`src/tipdr_pkg.sv`:
```
// ----------------------------------------------------------------------------
// tipdr_pkg: shared definitions for the typed index pool
// Widths, codes, item structures and the effective-size helper that the
// register file and the pool controller both use.
// ----------------------------------------------------------------------------
package tipdr_pkg;

   localparam int POOL_DEPTH    = 64;
   localparam int TYPE_COUNT    = 5;
   localparam int NUM_SIZE_REGS = 5;

   localparam int IDX_W    = $clog2(POOL_DEPTH);
   localparam int CNT_W    = $clog2(POOL_DEPTH + 1);
   localparam int TYPE_W   = $clog2(TYPE_COUNT);
   localparam int SIZE_W   = 7;
   localparam int OP_W     = 2;
   localparam int STATUS_W = 2;
   localparam int RCNT_W   = 9;
   localparam int MEM_DEPTH = TYPE_COUNT * POOL_DEPTH;
   localparam int MEM_AW    = $clog2(MEM_DEPTH);

   localparam int CSR_DATA_W = 32;
   localparam int CSR_ADDR_W = $clog2(4 * NUM_SIZE_REGS);
   localparam int CSR_IDX_W  = CSR_ADDR_W - 2;

   localparam logic [SIZE_W-1:0] SIZE_RESET = SIZE_W'(64);

   localparam logic [OP_W-1:0] OP_ALLOC       = 2'd0;
   localparam logic [OP_W-1:0] OP_DISCARD     = 2'd1;
   localparam logic [OP_W-1:0] OP_RESET_STALE = 2'd2;

   localparam logic [STATUS_W-1:0] STATUS_OK    = 2'd0;
   localparam logic [STATUS_W-1:0] STATUS_EMPTY = 2'd1;
   localparam logic [STATUS_W-1:0] STATUS_RANGE = 2'd2;

   typedef struct packed {
      logic [OP_W-1:0]   kind;
      logic [TYPE_W-1:0] pool_sel;
      logic [IDX_W-1:0]  index;
   } req_item_type;

   typedef struct packed {
      logic [STATUS_W-1:0] status;
      logic [IDX_W-1:0]    granted_index;
      logic [RCNT_W-1:0]   reset_count;
      logic [CNT_W-1:0]    peak_in_use;
   } rsp_item_type;

   // A size register write that also reinitialises its pool.
   typedef struct packed {
      logic              valid;
      logic [TYPE_W-1:0] pool;
      logic [SIZE_W-1:0] size;
   } cfg_write_type;

   typedef logic [TYPE_COUNT-1:0][SIZE_W-1:0] size_array_type;

   // Pool size as used by the logic: the register value limited to the depth.
   function automatic logic [CNT_W-1:0] eff_size(input logic [SIZE_W-1:0] s);
      logic [CNT_W-1:0] r;
      if (s > SIZE_W'(POOL_DEPTH)) begin
         r = CNT_W'(POOL_DEPTH);
      end else begin
         r = CNT_W'(s);
      end
      return r;
   endfunction

endpackage

```
`src/tipdr_csr.sv`:
```
// ----------------------------------------------------------------------------
// tipdr_csr: pool size register file
// Holds the size registers behind an APB-style port and reports each write
// so that the controller can reinitialise the pool concerned.
// ----------------------------------------------------------------------------
module tipdr_csr (
   input  logic                                clock,
   input  logic                                reset,
   input  logic                                psel,
   input  logic                                penable,
   input  logic                                pwrite,
   input  logic [tipdr_pkg::CSR_ADDR_W-1:0]    paddr,
   input  logic [tipdr_pkg::CSR_DATA_W-1:0]    pwdata,
   output logic [tipdr_pkg::CSR_DATA_W-1:0]    prdata,
   output logic                                pready,
   output tipdr_pkg::size_array_type           size_regs,
   output tipdr_pkg::cfg_write_type            cfg_wr
);
   import tipdr_pkg::*;

   size_array_type       size_ff;
   size_array_type       size_in;
   logic [CSR_IDX_W-1:0] reg_idx;
   logic                 idx_ok;

   assign reg_idx = paddr[CSR_ADDR_W-1:2];
   assign idx_ok  = (reg_idx < CSR_IDX_W'(NUM_SIZE_REGS))
                    && (reg_idx < CSR_IDX_W'(TYPE_COUNT));

   always_comb begin
      cfg_wr.valid = psel && penable && pwrite && idx_ok;
      cfg_wr.pool  = TYPE_W'(reg_idx);
      cfg_wr.size  = pwdata[SIZE_W-1:0];
      size_in      = size_ff;
      if (cfg_wr.valid) begin
         size_in[cfg_wr.pool] = cfg_wr.size;
      end
   end

   always_ff @(posedge clock) begin
      if (reset) begin
         size_ff <= {TYPE_COUNT{SIZE_RESET}};
      end else begin
         size_ff <= size_in;
      end
   end

   always_comb begin
      prdata = '0;
      if (idx_ok) begin
         prdata = CSR_DATA_W'(size_ff[TYPE_W'(reg_idx)]);
      end
   end

   assign pready    = 1'b1;
   assign size_regs = size_ff;

endmodule

```
`config.mk`:
```
export PLATFORM = sky130hd
export DESIGN_NAME = tipdr_csr
export DESIGN_NICKNAME = d
export VERILOG_FILES = /design/src/tipdr_pkg.sv /design/src/tipdr_csr.sv
export SDC_FILE = /design/constraint.sdc
export NUM_CORES = 1
export LEC_CHECK = 0
export ABC_CLOCK_PERIOD_IN_PS = 1400
export BUFFER_PORTS_ARGS = -buffer_cell sky130_fd_sc_hd__buf_2
export CELL_PAD_IN_SITES_DETAIL_PLACEMENT = 2
export CELL_PAD_IN_SITES_GLOBAL_PLACEMENT = 2
export CORE_MARGIN = 2
export CORE_UTILIZATION = 24
export DETAILED_ROUTE_END_ITERATION = 7
export PLACE_DENSITY_LB_ADDON = 0.1
export SYNTH_ARGS = -nofsm -noshare
export SYNTH_HDL_FRONTEND = slang
export SYNTH_SLANG_ARGS = --single-unit
export TNS_END_PERCENT = 100
```
`constraint.sdc`:
```
create_clock -name clock -period 1.4 [get_ports clock]
set_input_delay 0.21 -clock clock [delete_from_list [all_inputs] [get_ports clock]]
set_output_delay 0.21 -clock clock [all_outputs]
set_load 0.05 [all_outputs]
```
Yosys cells after proc, flatten, opt, wreduce, memory -nomap -nowiden
Index checks and enable logic that the tools add are counted. W data, S select, Z words.

Register bits after elaboration: 35. Input port bits: 42. Output and inout port bits: 79. Word-level logic and storage cells: 18.

Magnitude comparators: 3. Multiplexer cells: 6. Reduce and logical (&&, ||, !) cells: 4.

Operators by type and width (count): $bwmux W35 (1); $bmux W7 S3 (1); $demux W7 S3 (1); $mux W7 (3); $logic_and A1 B1 Y1 (4); $lt A3 B4 Y1 const B (1); $ge A3 B1 Y1 const B (1); $lt A3 B3 Y1 const B (1).

Logic depth before layout (Yosys ltp)
Depth in word-level cells: 5. Depth in mapped cells: 5. Depth with buffers taken out: 3.

Worst setup path after synthesis
No wires, ideal clock.

Path type: reg-to-output. Start: register size_ff, in the netlist size_regs[7]. End: output port prdata[0] (netlist bit). Data arrival time: 1369 ps. Data required time: 1190 ps. Path slack: -179 ps. Cell stages (with the launch flop): 4. Path buffers: 0. Cell sequence: dfxtp_1 > mux2i_1 > nor3_1 > a311o_1.

Longest elaborated chain between the ends: 3.

RTL lines: from (decl) (line tipdr_csr.sv:21) `size_array_type size_ff;`; from (signal assigned) (line tipdr_csr.sv:42) `size_ff <= {TYPE_COUNT{SIZE_RESET}};`; from (signal assigned) (line tipdr_csr.sv:44) `size_ff <= size_in;`; $bmux W7 S3 (line tipdr_csr.sv:51) `prdata = CSR_DATA_W'(size_ff[TYPE_W'(reg_idx)]);`; $mux W7 (implied by the code) (line tipdr_csr.sv:51); $mux W7 (line tipdr_csr.sv:50) `if (idx_ok) begin`; to (decl) (line tipdr_csr.sv:14) `output logic [tipdr_pkg::CSR_DATA_W-1:0] prdata,`.

No other way between the ends. The select of a mux whose other input is x is not followed.

Worst setup path after layout
Start: register size_ff, in the netlist size_regs[24]. End: output port prdata[3] (netlist bit).

Same word-level chain as after synthesis.

==> metrics.md <==
| Metric | Value |
|---|---|
| # setup viols final | 4 |
| Worst-path clk slew | 70 ps |
| Count leader, synth | mux2i_1 |
| Placer Congestion | 0.7572 |
| Final worst path period need | 1555 ps |
| Final period util | 1.111 |
| Initial antenna violation count | 0 |
| Area of the core | 8217 um2 |
| Aggregate global-route resource usage | 0.1393 |
| Die W | 96.02 um |
| Worst hold margin | 261.7 ps |
| Clock Path Buffers | 2 |
| Vias/cell | 4.269 |
| Worst r2r src | size_regs[21] |
| Setup_tns | -576.3 ps |
| Leakage | 1.418 nW |
| # rows | 33 |
| Violated checks | setup timing |
| Crit path cell chain | mux2i_1 -> nor2_1 -> a311o_2 -> buf_8 |
| Clock power frac | 0.306 |
| Share of layout cells above drive strength 1 | 0.4846 |
| Power per cell area | 815.8 nW/um2 |
| Final hold viol count | 0 |
| Predominant post-synthesis flop cell | dfxtp_1 |
| CP Class | flip-flop to primary output |
| Ys async rst share | 0 |
| Total grt overflow | 0 |
| CTS tree | yes |
| Flop pwr share | 0.460 |
| Synthesized area per cell | 9.585 um2 |
| Fin worst setup slack | -155.0 ps |
| Hold crit path type | input port to flip-flop |
| CP Launch Type | flip-flop |
| Top post-synthesis cells by count | mux2i_1, buf_4, nand2b_1 |
| Pre-CTS setup slack | -243.5 ps |
| Largest register FFs | 35 |
| Yosys cell types | 24 |
| Chip height | 96.02 um |
| Routed wire length | 6150 um |
| Initial core utilization | 0.2473 |
| RSZ-0062 raised after global routing | true |
| IO Pins | 121 |
| R2r endpoint | size_regs[21] |
| Switching share of power | 0.3328 |
| Max incr delay on CP | 380 ps |
| Post-Syn Area | 2032 um2 |
| Top cells by area, synth | dfxtp_1, mux2i_1, buf_4, nand2b_1, nor2_1 |
| Global-route wire length before repair | 9563 um |
| Via count | 1,699 |
| Total of max-cap violations | 0 |
| TritonCTS buffer count | 5 |
| Pre-antenna DRT Iters | 4 |
| Comb pwr share | 0.234 |
| Vias in the first global route | 1,723 |
| Largest net degree at the start of global routing | 29 |
| FF-to-FF setup slack | 660 ps |
| Clock sinks | 35 |
| Flops & latches, synth | 35 |
| Die area | 9219 um2 |
| Number of fill cells | 945 |
| Critical-path top delay cell | a311o_2 |
| Antenna Cells | 0 |
| DRC | 0 |
| Final net count | 336 |
| P_int | 1.464 mW |
| Sequential area share after synthesis | 0.3448 |
| Clock Tree Root | clkbuf_8 |
| P_sw | 0.7303 mW |
| CP endpoint | prdata[3] |
| Critical Path Fanout Max | 2 |
| R2R cell count | 3 |
| Dpl hpwl | 4683 um |
| Synthesis Warnings | 0 |
| Outcome | complete, but fails checks |
| Required time worst endpoint | 1190 ps |
| IO Port Bufs | 67 |
| Critical Path End Type | primary output |
| Post-synth EDFFs | 0 |
| Wire per inst | 15.45 um |
| Worst setup path start | size_regs[24] |
| Worst skew pair latency | 280 ps |
| Area leader, netlist | dfxtp_1 |
| Max Slew Vio Count | 0 |
| Critical Path AT | 1340 ps |
| Mapped Cells | 212 |
| Antenna Nets Post-Route | 0 |
| Peak supply drop | 0.3402 mV |
| Top-area cell type share of the netlist area | 0.3448 |
| Clock Skew | 0 ps |
| Syn-to-layout area delta | 32.39% |
| H-tree lvl count | 2 |
| 1st-iter DRT viols | 32 |
| Cts hold-fix bufs | 0 |
| Fmax | 643.1 MHz |
[worst max-delay path, delay by kind of cell, from the launching register on]
kind / cells / cell delay (ps)
AO/OA/AOI/OAI: 1 / 380
flip-flops: 1 / 320
buffers and inverters: 1 / 160
multiplexers: 1 / 140
AND/OR/NAND/NOR: 1 / 60
[what timing repair did]
item,CTS,global route
endpoints found under the setup margin,7,7
resized for setup,27,6
pin swaps,3,4
buffers inserted,9,4
[cell usage in the layout, fill, tap and decap left out, types with 2 or more instances in the layout]
cell type / n
a311o_2: 4
buf_2: 59
buf_4: 32
buf_6: 4
buf_8: 5
clkbuf_8: 5
conb_1: 26
dfxtp_1: 10
dfxtp_2: 25
mux2i_1: 49
nand2b_1: 37
nor2_1: 12
nor3_1: 3
o21a_2: 3
o21ai_0: 2
o21ai_1: 2
o2bb2ai_1: 3
[per-layer routing]
metal	wire length (um)	GRT usage
met1	2912	0.1949
met2	2826	0.2147
met3	330	0.02741
met4	81	0.04286
met5	0	0
[stage by stage]
| step | power [mW] | cell area [um2] | instances | utilization |
|---|---|---|---|---|
| 4_1_cts | 2.226 | 2651 | 394 | 0.3227 |
| 3_5_place_dp | 1.526 | 2432 | 379 | 0.2960 |
| 5_1_grt | 2.309 | 2690 | 398 | 0.3274 |
| 3_3_place_gp | 1.523 | 2432 | 379 | 0.2960 |
| 6_report | 2.195 | 2690 | 398 | 0.3274 |
| 2_1_floorplan | 1.494 | 2163 | 236 | - |
[power by group through the flow]
stage          clock network (mW)  logic (mW)  registers (mW)
3_5_place_dp                    0       0.494            1.03
4_1_cts                     0.702       0.516            1.01
6_report                    0.672       0.513            1.01
5_1_grt                     0.755       0.545            1.01
3_3_place_gp                    0       0.490            1.03
2_1_floorplan                   0       0.437            1.06
[layout make-up]
type	instances	area, um2	area share
flip-flops and latches	35	732.0	0.2721
clock buffers	6	72.57	0.02698
multi-input cells	152	1099	0.4084
well taps	105	131.4	0.04884
repair buffers	100	655.6	0.2437
[cells by family (layout without fill, tap and decap cells)]
logic type	Yosys count	count (layout)	synth area share
simple gates	63	63	0.1878
mux	49	49	0.2414
buf+inv	49	106	0.1687
flops	35	35	0.3448
compound gates	14	14	0.05357
other cells	2	26	0.003696
[worst min-delay path by stage]
stage,start,to,slack (ps),cells after the start
after floorplan,pwdata[6],size_regs[13],410,2
after global placement,size_regs[29],size_regs[29],470,2
after CTS,pwdata[6],size_regs[13],270,3
after detailed placement,size_regs[30],size_regs[30],470,2
final,pwdata[6],size_regs[27],260,3
after global routing,pwdata[6],size_regs[6],280,3
Note: power is estimated with default switching activity, not from simulation.
