**config.mk**
```make
export PLATFORM = sky130hd
export DESIGN_NAME = tipdr_ram
export DESIGN_NICKNAME = d
export VERILOG_FILES = /design/src/tipdr_ram.sv
export SDC_FILE = /design/constraint.sdc
export NUM_CORES = 1
export LEC_CHECK = 0
export ABC_CLOCK_PERIOD_IN_PS = 4770
export BUFFER_PORTS_ARGS = -buffer_cell sky130_fd_sc_hd__buf_2
export CORE_MARGIN = 2
export CORE_UTILIZATION = 56
export CTS_CLUSTER_SIZE = 25
export DETAILED_ROUTE_END_ITERATION = 16
export HOLD_SLACK_MARGIN = 0.02
export PLACE_DENSITY = 0.86
export SKIP_CTS_REPAIR_TIMING = 1
export SYNTH_ARGS = -nofsm -noshare
export SYNTH_HDL_FRONTEND = slang
export SYNTH_SLANG_ARGS = --single-unit
```
**constraint.sdc**
```tcl
create_clock -name clock -period 4.77 [get_ports clock]
set_input_delay 0.954 -clock clock [delete_from_list [all_inputs] [get_ports clock]]
set_output_delay 0.954 -clock clock [all_outputs]
set_load 0.03 [all_outputs]
```
**src/tipdr_ram.sv**
```systemverilog
// ----------------------------------------------------------------------------
// tipdr_ram: generic single-port-write, single-port-read RAM
// One write and one registered read per cycle. Contents are not reset.
// ----------------------------------------------------------------------------
module tipdr_ram #(
   parameter int WIDTH = 8,
   parameter int DEPTH = 16,
   localparam int AW = (DEPTH > 1) ? $clog2(DEPTH) : 1
) (
   input  logic             clock,
   input  logic             wr_en,
   input  logic [AW-1:0]    wr_addr,
   input  logic [WIDTH-1:0] wr_data,
   input  logic             rd_en,
   input  logic [AW-1:0]    rd_addr,
   output logic [WIDTH-1:0] rd_data
);

   logic [WIDTH-1:0] mem_ff [DEPTH];
   logic [WIDTH-1:0] rd_data_ff;

   always_ff @(posedge clock) begin
      if (wr_en) begin
         mem_ff[wr_addr] <= wr_data;
      end
      if (rd_en) begin
         rd_data_ff <= mem_ff[rd_addr];
      end
   end

   assign rd_data = rd_data_ff;

endmodule

```
# --- Word level (Yosys, flattened, before mapping) ---
# Memories as Yosys holds them, arrays and structs flattened. A register that Yosys moved wholly into a read port is not among the register bits.
# Cells that the tools add are included.
classes:
  n_mux: 2
op_table:
  columns: ["op", "n"]
  rows:
  - ["$mux 1", 2]
word_totals:
  inputBits: 19
  regBits: 0
  elab_cells: 3
  ramBits: 128
  output_inout_bits: 8
  mem_count: 1
mem_list:
  columns: ["name", "words", "word_bits", "read_ports", "rd_ports_with_merged_regs", "write_ports", "line", "rtl"]
  rows:
  - ["mem_ff", 16, 8, 1, 1, 1, "19", "logic [WIDTH-1:0] mem_ff [DEPTH];"]

# --- Depth between registers and ports, before layout ---
# Gate-level depths: netlist (run 1).
logic_depth:
  word_depth: 2
  ltp_mapped: 5

# --- Worst setup path after synthesis (run 1) ---
# No wires, ideal clock.
synth_timing:
  kind: "in2reg"
  from: "input port wr_addr[2]"
  to: "memory mem_ff[0][0] (enable)"
  t_arrival_ns: 2.064
  slack_ns: 2.323
  stages: 2
  cell_sequence: "or3b_2 > nor3_1"
synth_rtl:
  columns: ["item", "line", "rtl"]
  rows:
  - ["from (decl)", "12", "input logic [AW-1:0] wr_addr,"]
  - ["to (decl)", "19", null]
# No word-level cell before the write port.

==> key figures, run 1 <==
Status
  – Status: complete, no violations

CTS
  – CTS Buf Count: 17
  – CTS tree: built
  – Clock Sink Count: 136
  – Clk pin slew, worst setup/hold paths: ~0.060 ns
  – H-tree level count: 4
  – CTS Root Cell: clkbuf_8
  – Clock buffer depth: 2
  – Skew-Pair Late Insertion Delay: 0.52 ns

Synth
  – Register bit count reported by yosys: between 100 and 150
  – Avg Cell Area, Syn: 22.8 µm²
  – Yosys cell types: 18
  – Cell area after synthesis: around 5200 µm²
  – Synthesized Nets: ~250
  – Total number of yosys warnings: 0
  – Sequential element share of the synthesized area: 0.781
  – Gate Count Post-Synth: between 200 and 250

Run
  – MaxCap Viol Count: 0

STA
  – Rel. slew slack: 0.305
  – TNS Setup: 0 ns
  – Hold Fails Final Rpt: 0
  – Final Skew: ~0.0050 ns
  – Achievable Freq: 393 MHz
  – Final Slew Violations: 0
  – Crit path time final: 2.54 ns
  – RSZ-0062 raised after global routing: false
  – Worst setup slack after layout: 2.23 ns
  – Part of the cycle the worst path needs: 0.533
  – Fin Hold WS: around 0.75 ns
  – Slew @ Worst Pin: approximately 1.0 ns
  – Setup violators final: 0

Placement
  – Hpwl dp: between 5000 and 6000 µm
  – DP Cell Count: 360
  – Placed cell areas: 5440 µm²
  – RD Place Congestion: approximately 0.76
  – PortBufs: 26
  – Place WS: 1.70 ns

Drt
  – Initial DRC count: approximately 230
  – Final antenna-violating net count: 0
  – Via count: approximately 2.4k
  – First-pass DRT Iterations: 4
  – Post-route DRC: 0
  – Vias per inst: 6.15
  – Drt wl/cell: 24.6 µm
  – Total Wirelength: roughly 9600 µm

Die
  – Die ar.: 10,100 µm²
  – Core Rows: 35
  – Io pins: 27
  – Initial core utilization: 0.571
  – Chip height: just over 100 µm
  – Die Width: approximately 100 µm
  – CORE AREA: between 9000 and 10,000 µm²

Setup path
  – Critical Path Sink Type: register
  – Crit Reg-Reg Startpoint: mem_ff[11][7]
  – Critical Path RT: 5.02 ns
  – Critical path class: in2reg
  – CP Launch Type: input port
  – Worst Reg2Reg Path Length in Cells: 3
  – R2R Setup Slk: ~3.2 ns
  – Reg-to-reg endpoint: rd_data[7]
  – WP data arrival: 2.79 ns
  – Critical Path Fanout Max: 32

Final layout
  – Most frequent cells in the layout: edfxtp_1, buf_2, mux4_2, a22oi_1, clkbuf_16
  – Nets: roughly 290
  – Antenna diodes: 0
  – Fin area: approximately 6000 µm²
  – Syn-to-layout area delta: 15.0%
  – Share of cells above drive strength 1: 0.275
  – Commonest non-fill, non-tap cell in the layout: edfxtp_1
  – Non-Filler Instances: a little under 400
  – Core Util, Final: 0.657

Power
  – Total power: between 2 and 3 mW
  – Pwr dens: between 400 and 500 nW/µm²
  – Combinational Power Share: 0.046
  – Peak supply drop: ~0.26 mV
  – Sw Ratio: 0.201
  – Leakage: around 2 nW
  – Pint: 2.18 mW
  – Reg power frac: 0.497
  – Clock share of power: 0.457
  – Psw: 0.547 mW

GRT
  – Initial antenna violation count: 0
  – First-pass GRT wire length: 14,700 µm
  – Global Route Usage Sum: 0.215
  – Remaining Overflow, GRT: 0
  – Largest net degree at the start of global routing: 33
  – Vias in the first global route: 2,462

Worst hold path
  – Worst Hold Depth: 3
  – Worst Hold Endpoint: rd_data[1]
  – Worst min path class: reg2reg
  – Hold_sp: mem_ff[13][1]
synth_stat cells, drive strengths merged:
cell / number / area, µm²
nand3: 1 / 5.00
edfxtp: 136 / 4080
nor3: 4 / 20.0
nand2b: 2 / 12.5
nand2: 9 / 33.8
or3b: 1 / 8.76
clkdlybuf4s25: 3 / 30.0
nor2b: 1 / 6.26
nor2: 13 / 48.8
buf: 7 / 56.3
and2b: 1 / 7.51
and2: 1 / 6.26
a22oi: 16 / 120
mux4: 32 / 773
nand3b: 2 / 15.0
state kept, by name, summed over array words and instances (netlist names):
register and cells:
rd_data 8, mem_ff 128
critical path, stage by stage:
cell     delay, ns
buf_2         0.78
mux4_2        0.61
a22oi_1       0.34
nand2_1       0.10
area by class of cell:
cell class	count	area, µm²
well taps	111	139
clock buffers	17	414
fillers	553	3140
multi-input cells	83	1060
repair buffers	30	160
clock inverters	14	159
flip-flops and latches	136	4080
cell families (layout without fill, tap and decap cells):
| family | count (synthesis) | in the layout | synth area share |
|---|---|---|---|
| flip-flops | 136 | 136 | 0.781 |
| AND/OR/NAND/NOR | 35 | 35 | 0.0314 |
| multiplexers | 32 | 32 | 0.148 |
| AO/OA/AOI/OAI | 16 | 16 | 0.0230 |
| buffers and inverters | 10 | 61 | 0.0165 |
power groups by stage:
stage	registers (mW)	logic (mW)	clock network (mW)
6_report	1.36	0.125	1.25
5_1_grt	1.36	0.135	1.31
4_1_cts	1.36	0.126	1.26
3_5_place_dp	1.38	0.124	0
3_3_place_gp	1.38	0.120	0
2_1_floorplan	1.39	0.0679	0
worst max path at each step:
stage,end,from,slack (ns),cells after the start
after floorplan,mem_ff[0][0],wr_addr[2],2.32,2
after global placement,rd_data[0],rd_addr[0],1.74,4
after detailed placement,rd_data[5],rd_addr[0],1.70,4
after CTS,rd_data[5],rd_addr[0],2.23,4
after global routing,rd_data[5],rd_addr[0],2.12,4
final,rd_data[7],rd_addr[0],2.23,4
per-layer routing:
layer / track usage / wire length [µm] / vias to the layer above
met5: 0 / 0 / -
met3: 0.0638 / 681 / 12
met1: 0.306 / 3960 / 1229
li1: - / - / 1058
met2: 0.312 / 4850 / 105
met4: 0.0991 / 152 / 0
(Power assumes the default switching activity.)
==> run 2: changes to the inputs <==
Settings changed: ABC_CLOCK_PERIOD_IN_PS 4770 to 2300, CORE_UTILIZATION 56 to 54.
Clock period 4.77 ns to 2.3 ns, I/O delays scaled along.
==> key figures, run 2 (synthesized netlist as in run 1, its figures left out) <==
Setup path
  – Reg-to-reg endpoint: rd_data[7]
  – Critical Path RT: ~1.8 ns
  – Max stage delay on crit path: 0.41 ns
  – Critical Path Sink Type: output pin
  – R2R Setup Slk: around 0.76 ns
  – Crit-path slowest cell: edfxtp_1
  – Buffers & Inverters on Critical Path: 1
  – Crit Reg-Reg Startpoint: mem_ff[7][7]
  – CP Launch Type: register
  – Critical path class: reg2out
  – Critical Path Fanout Max: 1
  – Worst Reg2Reg Path Length in Cells: 3
  – Largest delay share family, worst path: flip-flops
  – WP data arrival: ~1.1 ns
  – Ordered list of cells on the worst path: buf_2

CTS
  – Clock buffer depth: 2
  – H-tree level count: 4
  – CTS Root Cell: clkbuf_8
  – CTS tree: built
  – Clk pin slew, worst setup/hold paths: approximately 0.060 ns
  – Skew-Pair Late Insertion Delay: about 0.52 ns
  – Clock Sink Count: ~140
  – CTS Buf Count: 17

STA
  – Hold Fails Final Rpt: 0
  – Achievable Freq: 624 MHz
  – Crit path time final: between 1.5 and 2 ns
  – Rel. slew slack: 0.509
  – Slew @ Worst Pin: 0.734 ns
  – RSZ-0062 raised after global routing: false
  – Final Slew Violations: 0
  – Setup violators final: 0
  – Final Skew: ~0.0069 ns
  – Part of the cycle the worst path needs: 0.697
  – Worst setup slack after layout: between 0.6 and 0.7 ns
  – TNS Setup: 0 ns
  – Fin Hold WS: around 0.33 ns

Drt
  – Post-route DRC: 0
  – First-pass DRT Iterations: 5
  – Via count: around 2.6k
  – Drt wl/cell: roughly 24 µm
  – Initial DRC count: 222
  – Final antenna-violating net count: 0
  – Vias per inst: 5.96
  – Total Wirelength: between 10,000 and 15,000 µm

Placement
  – PortBufs: 26
  – DP Cell Count: between 300 and 400
  – Hpwl dp: 6500 µm
  – Placed cell areas: 5630 µm²
  – RD Place Congestion: slightly below 0.8
  – Place WS: between 0.15 and 0.2 ns

Die
  – Chip height: between 100 and 150 µm
  – Core Rows: 35
  – Die Width: around 100 µm
  – CORE AREA: slightly above 9000 µm²
  – Io pins: 27
  – Die ar.: approximately 10,000 µm²
  – Initial core utilization: 0.560

Final layout
  – Fin area: approximately 6200 µm²
  – Max reg flops: 128
  – Non-Filler Instances: about 430
  – Nets: between 300 and 400
  – Core Util, Final: 0.663
  – Syn-to-layout area delta: 18.3%
  – Antenna diodes: 0
  – Most frequent cells in the layout: edfxtp_1, buf_2, buf_4, mux4_2
  – Commonest non-fill, non-tap cell in the layout: edfxtp_1
  – Top reg by flops: mem_ff
  – Share of cells above drive strength 1: 0.308

Power
  – Leakage: roughly 2.1 nW
  – Total power: 5.65 mW
  – Peak supply drop: between 0.4 and 0.5 mV
  – Pwr dens: a little over 900 nW/µm²

GRT
  – Largest net degree at the start of global routing: 21
  – First-pass GRT wire length: ~16,000 µm
  – Vias in the first global route: ~2.6k
  – Remaining Overflow, GRT: 0
  – Global Route Usage Sum: 0.221
  – Initial antenna violation count: 0

Run
  – MaxCap Viol Count: 0

Worst hold path
  – Worst Hold Endpoint: mem_ff[14][2]
  – Worst min path class: in2reg
  – Worst Hold Depth: 1
  – Hold_sp: wr_data[2]

Status
  – Status: complete, no violations
[run 2: changes by cell type in the layout (fill, tap and decap cells not counted)]
| cell | before | now |
|---|---|---|
| buf_4 | 4 | 21 |
| buf_12 | 0 | 2 |
| clkbuf_1 | 0 | 2 |
| clkinv_1 | 3 | 5 |
| clkinv_4 | 2 | 0 |
| clkinvlp_4 | 4 | 2 |
[run 2: worst max path at each step]
| stage | from | to | slack (ns) | cells after the start |
|---|---|---|---|---|
| floorplan | wr_addr[2] | mem_ff[0][0] | 0.35 | 2 |
| global placement | rd_addr[1] | rd_data[1] | 0.21 | 5 |
| detailed placement | rd_addr[1] | rd_data[5] | 0.16 | 5 |
| CTS | rd_data[4] | rd_data[4] | 0.68 | 1 |
| global route | rd_data[4] | rd_data[4] | 0.66 | 1 |
| finish | rd_data[5] | rd_data[5] | 0.70 | 1 |
[run 2: cell type report]
cell class	instances	area, µm²
flip-flops and latches	136	4080
fillers	566	3140
multi-input cells	83	1060
clock buffers	19	422
repair buffers	49	328
well taps	129	161
clock inverters	12	134
[run 2: metal layers]
layer,wire length [µm],share of wire,vias up,global-route usage
met2,5200,0.50,140,0.346
met5,0,0,-,0
met4,220,0.021,0,0.0892
li1,-,-,1095,-
met3,956,0.092,20,0.0793
met1,4030,0.39,1297,0.285
[run 2: power breakdown]
part           internal [mW]  leakage, nW  switching [mW]  total, mW
clock network           1.62        0.265           0.940       2.56
registers               2.79         1.24          0.0158       2.81
logic                  0.111        0.604           0.172      0.283
total                   4.52         2.11            1.13       5.65
==> run 3: changes to the inputs <==
Settings changed: ABC_CLOCK_PERIOD_IN_PS 2300 to 1550, CORE_UTILIZATION 54 to 56.
Clock period 2.3 ns to 1.55 ns, I/O delays scaled along.
==> key figures, run 3 (synthesized netlist as in run 1, its figures left out) <==
Placement
  – PortBufs: 26
  – Hpwl dp: around 6000 µm
  – RD Place Congestion: about 0.74
  – DP Cell Count: about 380

Final layout
  – Non-Filler Instances: approximately 410
  – Share of cells above drive strength 1: 0.357
  – Top reg by flops: mem_ff
  – Core Util, Final: 0.678
  – Nets: 306
  – Most frequent cells in the layout: edfxtp_1, buf_2, mux4_2, buf_4
  – Syn-to-layout area delta: 18.7%
  – Antenna diodes: 0
  – Max reg flops: between 100 and 150
  – Filler cells: 536
  – Commonest non-fill, non-tap cell in the layout: edfxtp_1

CTS
  – CTS tree: built
  – Skew-Pair Late Insertion Delay: around 0.53 ns
  – H-tree level count: 4
  – CTS Buf Count: 17
  – Clock Sink Count: approximately 140
  – CTS Root Cell: clkbuf_8
  – Clk pin slew, worst setup/hold paths: ~0.060 ns
  – Clock buffer depth: 2

GRT
  – First-pass GRT wire length: ~16,000 µm
  – Largest net degree at the start of global routing: 33
  – Vias in the first global route: 2,663
  – Initial antenna violation count: 0
  – Remaining Overflow, GRT: 0
  – Global Route Usage Sum: 0.225

Status
  – Status: complete, no violations

Drt
  – Drt wl/cell: approximately 25 µm
  – Initial DRC count: slightly above 300
  – Routed met3 length: approximately 810 µm
  – Post-route DRC: 0
  – Top routing layer in use: met4
  – Final antenna-violating net count: 0
  – Via count: 2,555
  – WL met2: about 5200 µm
  – Wl on met1: ~3800 µm
  – Vias per inst: 6.22
  – First-pass DRT Iterations: 4
  – Total Wirelength: just over 10,000 µm

Power
  – Psw: between 1.5 and 2 mW
  – Sw Ratio: 0.210
  – Combinational Power Share: 0.050
  – Leakage: 2.10 nW
  – Clock share of power: 0.465
  – Pint: between 6 and 7 mW
  – Reg power frac: 0.486
  – Peak supply drop: roughly 0.85 mV
  – Pwr dens: ~1400 nW/µm²

STA
  – RSZ-0062 raised after global routing: false
  – Part of the cycle the worst path needs: 0.979
  – Fin Hold WS: about 0.14 ns
  – Achievable Freq: 659 MHz
  – Crit path time final: around 1.5 ns
  – Final Slew Violations: 0
  – Setup violators final: 0
  – Rel. slew slack: 0.536
  – Hold Fails Final Rpt: 0
  – Slew @ Worst Pin: 0.694 ns
  – Final Skew: roughly 0.012 ns

Setup path
  – Critical Path Fanout Max: 1
  – Critical Path Sink Type: register
  – CP Launch Type: register
  – Critical path class: reg2reg
  – Critical Path RT: 1.81 ns
  – WP data arrival: about 1.8 ns

Die
  – Die ar.: roughly 10,000 µm²
  – Io pins: 27
  – CORE AREA: ~9000 µm²
  – Core Rows: 35
  – Chip height: around 100 µm
  – Die Width: 101 µm
  – Initial core utilization: 0.571

Run
  – MaxCap Viol Count: 0

Worst hold path
  – Worst min path class: in2reg
run 3: cell types whose count changed in the layout (fill, tap and decap cells not counted), sizes merged:
cell      change
clkbuf        -1
clkinv        -1
inv           +2
clkinvlp      +1
run 3: layout make-up:
cell class | count | area (µm²) | area share
Clock inverter | 14 | 175 | 0.0282
Tap cell | 111 | 139 | 0.0224
Clock buffer | 18 | 418 | 0.0674
Multi-Input combinational cell | 83 | 1040 | 0.167
Timing Repair Buffer | 49 | 353 | 0.0569
Sequential cell | 136 | 4080 | 0.658
run 3: worst max-delay path: stages, from the launching register on:
cell      delay, ns
edfxtp_1       0.39
mux4_2         0.49
a22oi_1        0.28
nand2_1        0.10
run 3: power groups by stage:
stage	Clock, mW	Sequential, mW	Combinational (mW)
finish	3.99	4.17	0.427
global route	4.18	4.18	0.460
CTS	4.05	4.17	0.430
detailed placement	0	4.25	0.425
global placement	0	4.24	0.408
floorplan	0	4.27	0.217
run 3: worst paths after layout:
kind / from / end / slack [ns] / cells after the start
max reg2reg: mem_ff[11][7] / rd_data[7] / 0.03 / 3
max: mem_ff[11][7] / rd_data[7] / 0.03 / 3
min: rd_en / rd_data[5] / 0.14 / 1
min reg2reg: mem_ff[7][2] / rd_data[2] / 0.76 / 3
run 3: per-layer routing:
| layer | vias to the layer above | global-route usage |
|---|---|---|
| met1 | 1304 | 0.300 |
| met5 | - | 0 |
| met3 | 19 | 0.0583 |
| met4 | 0 | 0.102 |
| met2 | 139 | 0.355 |
| li1 | 1093 | - |
run 3: stage by stage:
step	setup WS [ns]	setup TNS, ns	power [mW]	cell area, µm²
global route	0.0314	0	8.82	6200
floorplan	-0.0261	-0.751	4.49	5220
CTS	0.0412	0	8.65	6200
detailed placement	-0.243	-1.96	4.67	5610
global placement	-0.225	-1.56	4.65	5610
finish	0.0320	0	8.59	6200
